==> src/rtl/core/fenwick_kth_smallest_defines.svh <==
// Assertion macros used by the RTL that checks itself.
`ifndef FENWICK_KTH_SMALLEST_DEFINES_SVH
`define FENWICK_KTH_SMALLEST_DEFINES_SVH

`ifndef SYNTHESIS
// Clocked check, masked while reset is high.
`define FKS_ASSERT(label, clk, rst, prop) \
   label: assert property (@(posedge clk) disable iff (rst) (prop)) \
      else $error("fenwick_kth_smallest: assertion failed");
// Clocked check that also holds during reset.
`define FKS_ASSERT_ALWAYS(label, clk, prop) \
   label: assert property (@(posedge clk) (prop)) \
      else $error("fenwick_kth_smallest: assertion failed");
`else
`define FKS_ASSERT(label, clk, rst, prop)
`define FKS_ASSERT_ALWAYS(label, clk, prop)
`endif

`endif

==> src/rtl/core/fks_pkg.sv <==
package fks_pkg;

   localparam int VAL_BITS  = 10;
   localparam int RANK_BITS = 16;

   localparam logic CMD_INSERT = 1'b0;
   localparam logic CMD_REMOVE = 1'b1;

   typedef struct packed {
      logic                cmd;
      logic [VAL_BITS-1:0] value;
   } req_type;

   typedef struct packed {
      logic                found;
      logic [VAL_BITS-1:0] kth_value;
      logic                rejected;
   } rsp_type;

   typedef enum logic [1:0] {
      RD_CNT,
      RD_UPD,
      RD_SRCH
   } rd_sel_type;

   typedef struct packed {
      logic       clr_write;
      logic       load;
      logic       reject;
      logic       cnt_first;
      logic       cnt_next;
      logic       upd_write;
      logic       commit;
      logic       srch_init;
      logic       srch_take;
      logic       step_shift;
      logic       rsp_load;
      rd_sel_type rd_sel;
   } ctrl_cmd_type;

   typedef struct packed {
      logic clr_last;
      logic bad_range;
      logic full;
      logic is_remove;
      logic y_eq_z;
      logic count_zero;
      logic j_next_ok;
      logic srch_ok;
      logic step_fits;
      logic step_last;
      logic rsp_free;
   } ctrl_stat_type;

endpackage

==> src/rtl/core/fks_ctrl.sv <==
module fks_ctrl (
   input  logic                   clock,
   input  logic                   reset,
   input  logic                   req_valid,
   output logic                   req_stall,
   input  fks_pkg::ctrl_stat_type stat,
   output fks_pkg::ctrl_cmd_type  cmd
);

   typedef enum logic [3:0] {
      CLEAR,
      IDLE,
      CHECK,
      CNT_RD0,
      CNT_DAT0,
      CNT_RD,
      CNT_DAT,
      UPD_RD,
      UPD_WR,
      SRCH_INIT,
      SRCH_RD,
      SRCH_DAT,
      DONE
   } state_type;

   state_type state_ff, state_in;

   always_ff @(posedge clock) begin
      if (reset) begin
         state_ff <= CLEAR;
      end else begin
         state_ff <= state_in;
      end
   end

   assign req_stall = (state_ff != IDLE);

   always_comb begin
      cmd      = '0;
      cmd.rd_sel = fks_pkg::RD_UPD;
      state_in = state_ff;
      unique case (state_ff)
         CLEAR: begin
            cmd.clr_write = 1'b1;
            if (stat.clr_last) begin
               state_in = IDLE;
            end
         end
         IDLE: begin
            if (req_valid) begin
               cmd.load = 1'b1;
               state_in = CHECK;
            end
         end
         CHECK: begin
            priority if (stat.bad_range || (!stat.is_remove && stat.full)) begin
               cmd.reject = 1'b1;
               state_in   = SRCH_INIT;
            end else if (stat.is_remove) begin
               state_in = CNT_RD0;
            end else begin
               state_in = UPD_RD;
            end
         end
         CNT_RD0: begin
            cmd.rd_sel = fks_pkg::RD_CNT;
            state_in   = CNT_DAT0;
         end
         CNT_DAT0: begin
            cmd.cnt_first = 1'b1;
            state_in      = CNT_RD;
         end
         CNT_RD: begin
            cmd.rd_sel = fks_pkg::RD_CNT;
            priority if (stat.y_eq_z && stat.count_zero) begin
               cmd.reject = 1'b1;
               state_in   = SRCH_INIT;
            end else if (stat.y_eq_z) begin
               state_in = UPD_RD;
            end else begin
               state_in = CNT_DAT;
            end
         end
         CNT_DAT: begin
            cmd.cnt_next = 1'b1;
            state_in     = CNT_RD;
         end
         UPD_RD: begin
            state_in = UPD_WR;
         end
         UPD_WR: begin
            cmd.upd_write = 1'b1;
            if (stat.j_next_ok) begin
               state_in = UPD_RD;
            end else begin
               cmd.commit = 1'b1;
               state_in   = SRCH_INIT;
            end
         end
         SRCH_INIT: begin
            cmd.srch_init = 1'b1;
            state_in      = stat.srch_ok ? SRCH_RD : DONE;
         end
         SRCH_RD: begin
            cmd.rd_sel = fks_pkg::RD_SRCH;
            priority if (stat.step_fits) begin
               state_in = SRCH_DAT;
            end else if (stat.step_last) begin
               state_in = DONE;
            end else begin
               cmd.step_shift = 1'b1;
            end
         end
         SRCH_DAT: begin
            cmd.srch_take = 1'b1;
            if (stat.step_last) begin
               state_in = DONE;
            end else begin
               cmd.step_shift = 1'b1;
               state_in       = SRCH_RD;
            end
         end
         DONE: begin
            if (stat.rsp_free) begin
               cmd.rsp_load = 1'b1;
               state_in     = IDLE;
            end
         end
         default: begin
            state_in = CLEAR;
         end
      endcase
   end

endmodule

==> config.mk <==
export PLATFORM = sky130hd
export DESIGN_NAME = fks_ctrl
export DESIGN_NICKNAME = d
export VERILOG_FILES = /design/src/rtl/core/fenwick_kth_smallest_defines.svh /design/src/rtl/core/fks_pkg.sv /design/src/rtl/core/fks_ctrl.sv
export SDC_FILE = /design/constraint.sdc
export NUM_CORES = 1
export LEC_CHECK = 0
export BUFFER_PORTS_ARGS = -buffer_cell sky130_fd_sc_hd__buf_2
export CAP_MARGIN = 20
export CORE_AREA = 2 2 39 41
export CTS_CLUSTER_SIZE = 30
export DETAILED_ROUTE_END_ITERATION = 10
export DIE_AREA = 0 0 41 43
export HOLD_SLACK_MARGIN = 0.1
export PLACE_DENSITY_LB_ADDON = 0.05
export SLEW_MARGIN = 20
export SYNTH_ARGS = -nofsm -noshare
export SYNTH_HDL_FRONTEND = slang
export SYNTH_SLANG_ARGS = --single-unit
==> constraint.sdc <==
create_clock -name clock -period 2.9 [get_ports clock]
set_input_delay 0.29 -clock clock [delete_from_list [all_inputs] [get_ports clock]]
set_output_delay 0.29 -clock clock [all_outputs]
set_load 0.005 [all_outputs]
==> Flow_metrics.wiki <==
{| class="wikitable"
! Metric !! Value
|-
| Run status || finished clean
|-
| Cell chain of the critical path || nand2b_1 > nor2_1 > nand2_1 > o31ai_1 > buf_2
|-
| Height of the die || between 40 and 50 µm
|-
| Nature of the critical path endpoint || primary output
|-
| Most frequently used flop master after synthesis || sky130_fd_sc_hd__dfxtp_1
|-
| Layout fillers || 148
|-
| Number of stages on the worst setup path || 5
|-
| Max clock buf depth || 2
|-
| Sum of net half-perimeters after detailed placement || around 1200 µm
|-
| DRC || 0
|-
| Startpoint kind of the worst setup timing path || flop
|-
| Remaining global-route overflow || 0
|-
| Max-capacitance violation count || 0
|-
| Count of clock tree sinks || 4
|-
| Number of instances in the synthesized netlist || between 80 and 90
|-
| Cell type with the highest aggregate area in the netlist || sky130_fd_sc_hd__dfxtp_1
|-
| Slack of the worst reg-to-reg path || roughly 1.2 ns
|-
| Setup repair after global routing missed its margin || no
|-
| Setup-failing EPs final || 0
|-
| Net count after synthesis || 96
|-
| Global-route wire length before repair || 2470 µm
|-
| Class of the tightest hold or removal check || in -> reg
|-
| Register bit total from synthesis || 4
|-
| Critical path start-end classification || reg -> out
|-
| Main area contributors after synthesis || sky130_fd_sc_hd__dfxtp_1, sky130_fd_sc_hd__a21oi_1, sky130_fd_sc_hd__nand2b_1, sky130_fd_sc_hd__a211oi_1, sky130_fd_sc_hd__nand2_1
|-
| Root Buffer Master || sky130_fd_sc_hd__clkbuf_4
|-
| Clock slew seen by the registers of the worst setup and hold paths || around 0.040 ns
|-
| Number of DRC violations after detailed-routing iteration 0 || 23
|-
| Total number of nets in the final design || around 120
|-
| R2R cell count || 5
|-
| Total track usage || about a fifth
|-
| Maximum cell stage delay along the critical path || about 0.62 ns
|-
| Sum of negative setup slack || 0 ns
|-
| Wire length reported by the detailed router || around 1600 µm
|-
| Netlist area before placement || between 500 and 600 µm²
|-
| Floorplan die width || slightly above 40 µm
|-
| Share of flip-flops with an asynchronous set or reset || 0%
|-
| Worst hold stages || 2
|-
| PD cells || roughly 390 nW/µm²
|-
| # resized after CTS || 0
|-
| Cell class contributing the biggest share of worst-path delay || simple AND/OR/NAND/NOR gates
|-
| Top cell types by occurrence after synthesis || sky130_fd_sc_hd__a21oi_1, sky130_fd_sc_hd__nand2_1, sky130_fd_sc_hd__nor2_1
|-
| Launch point of the worst path || state_ff[3]
|-
| Achievable frequency || approximately 480 MHz
|-
| Count of input and output buffers || 27
|-
| Max IR drop VDD || 0.157 mV
|-
| Share of layout cells above drive strength 1 || between 30% and 40%
|-
| Clock insertion delay at the later pin of the skew report || about 0.25 ns
|-
| Starting density of the core || 39.0%
|-
| Buffers inserted during post-CTS setup optimization || 0
|-
| Count of vias placed by the detailed router || 690
|-
| Unique masters post-synth || 29
|-
| Worst slew margin relative to its limit || slightly below 60%
|-
| Leading registers by flop count || state_ff (4)
|-
| Area of the core || 1380 µm²
|-
| CTS tree || yes
|-
| CP Buf/Inv Count || 1
|-
| Routability cong. || approximately 0.88
|-
| Synth warnings || 0
|-
| Data required time at the worst endpoint || about 2.6 ns
|-
| Origin of the worst min-delay path || reset
|-
| Number of diodes || 0
|-
| Slowest cell on the critical path || sky130_fd_sc_hd__dfxtp_1
|-
| Area share of the largest cell type after synthesis || ~15%
|-
| Max FFs per register || 4
|-
| Combined flip-flop and latch cell area || about 80 µm²
|-
| Number of pins with negative max-slew slack in the final report || 0
|-
| Post-synthesis sequential area ratio || between 10% and 20%
|-
| Total Die Area || roughly 1800 µm²
|-
| WP data arrival || ~1.8 ns
|-
| Layout overhead on the synthesized area || 25.3%
|-
| Average detailed-routed wire length per instance || between 10 and 15 µm
|-
| Pleak || around 0.30 nW
|-
| Ratio of final minimum period to clock period || a little under three quarters
|-
| Share of the core filled with cells in the final layout || roughly 49%
|-
| Slew at the pin with the worst max-slew slack || 0.626 ns
|-
| Number of search-and-repair iterations in the first detailed-routing pass || 4
|-
| Shortest period the worst path allows || around 2.1 ns
|-
| Antenna-violating nets left || 0
|-
| Avg Vias per Cell || 5.66
|-
| Area taken by multi-input logic gates || 395 µm²
|-
| Boundary pin count || 28
|-
| Post-route clock skew || about 0.0072 ns
|-
| Hold violation count in the final report || 0
|-
| Pin count of the biggest net entering global routing || 20
|-
| Number of flops mapped to enable cells by yosys || 0
|-
| Most flop-heavy register || state_ff
|-
| CTS H-Tree Depth || 1
|-
| Row count || 14
|-
| Number of antenna violations at the first check in global routing || 0
|-
| Biggest fanout along the worst timing path || 15
|-
| Hold-fix buffers at CTS || 0
|-
| Beginning of the worst register-to-register path || state_ff[0]
|-
| Number of global-route vias before repair || ~640
|-
| Power consumption || 263 µW
|-
| Mapped Avg Cell Area || 6.58 µm²
|-
| TritonCTS buffer count || 3
|}
per-stage QoR:
step                cells  worst slack, ns  hold slack [ns]  cell area, µm²
CTS                   122            0.814            0.254             676
detailed placement    119             1.09            0.511             653
global placement      119             1.05            0.509             653
floorplan              82             1.63            0.359             539
finish                122            0.816            0.256             676
global route          122            0.635            0.269             676
cells in the final DEF (no fill, tap or decap), types with 2 or more instances in the layout:
cell type / instances
sky130_fd_sc_hd__and3_1: 2
sky130_fd_sc_hd__nor3_1: 3
sky130_fd_sc_hd__buf_2: 27
sky130_fd_sc_hd__o22ai_1: 4
sky130_fd_sc_hd__nand2b_1: 5
sky130_fd_sc_hd__inv_1: 6
sky130_fd_sc_hd__a211oi_1: 4
sky130_fd_sc_hd__clkbuf_4: 3
sky130_fd_sc_hd__o31ai_1: 2
sky130_fd_sc_hd__dfxtp_1: 4
sky130_fd_sc_hd__a31oi_1: 2
sky130_fd_sc_hd__nor4_1: 4
sky130_fd_sc_hd__a21oi_1: 8
sky130_fd_sc_hd__nand2_1: 8
sky130_fd_sc_hd__nor2_1: 8
sky130_fd_sc_hd__nor2b_1: 4
per-layer routing:
metal / track usage (%) / vias to the layer above / share of wire (%)
li1: - / 347 / -
met1: 24.8 / 301 / 43
met2: 30.6 / 37 / 47
met3: 1.57 / 5 / 7.3
met4: 14.7 / 0 / 2.6
met5: 0 / - / 0
cell families (layout without fill, tap and decap cells):
family	after synthesis	after routing	synth area share [%]
mux	1	1	1.86
simple gates	38	38	36.2
buf+inv	12	36	11.8
xor+xnor	1	1	1.62
flops	4	4	14.8
compound gates	26	26	33.6
power by group:
group          switching, mW  internal (mW)  total, mW
clock network         0.0262         0.0465     0.0727
logic                 0.0519         0.0515      0.103
registers             0.0262         0.0609     0.0872
layout make-up:
| type | count | area share [%] |
|---|---|---|
| Clock buffer | 3 | 3.33 |
| Tap cell | 16 | 2.96 |
| Sequential cell | 4 | 11.9 |
| Inverter | 6 | 3.33 |
| Multi-Input combinational cell | 66 | 58.5 |
| Timing Repair Buffer | 27 | 20.0 |
worst reg2reg max path, delay by kind of cell (launching register included):
family,cells,cell delay (ns)
flip-flops,1,0.71
AO/OA/AOI/OAI,3,0.46
AND/OR/NAND/NOR,2,0.44
path summary, 6_finish.rpt:
check	to
setup / recovery	cmd[3]
hold / removal	state_ff[0]
setup reg to reg	state_ff[3]
hold reg to reg	state_ff[3]
No activity file was read; power rests on OpenSTA's default activity.
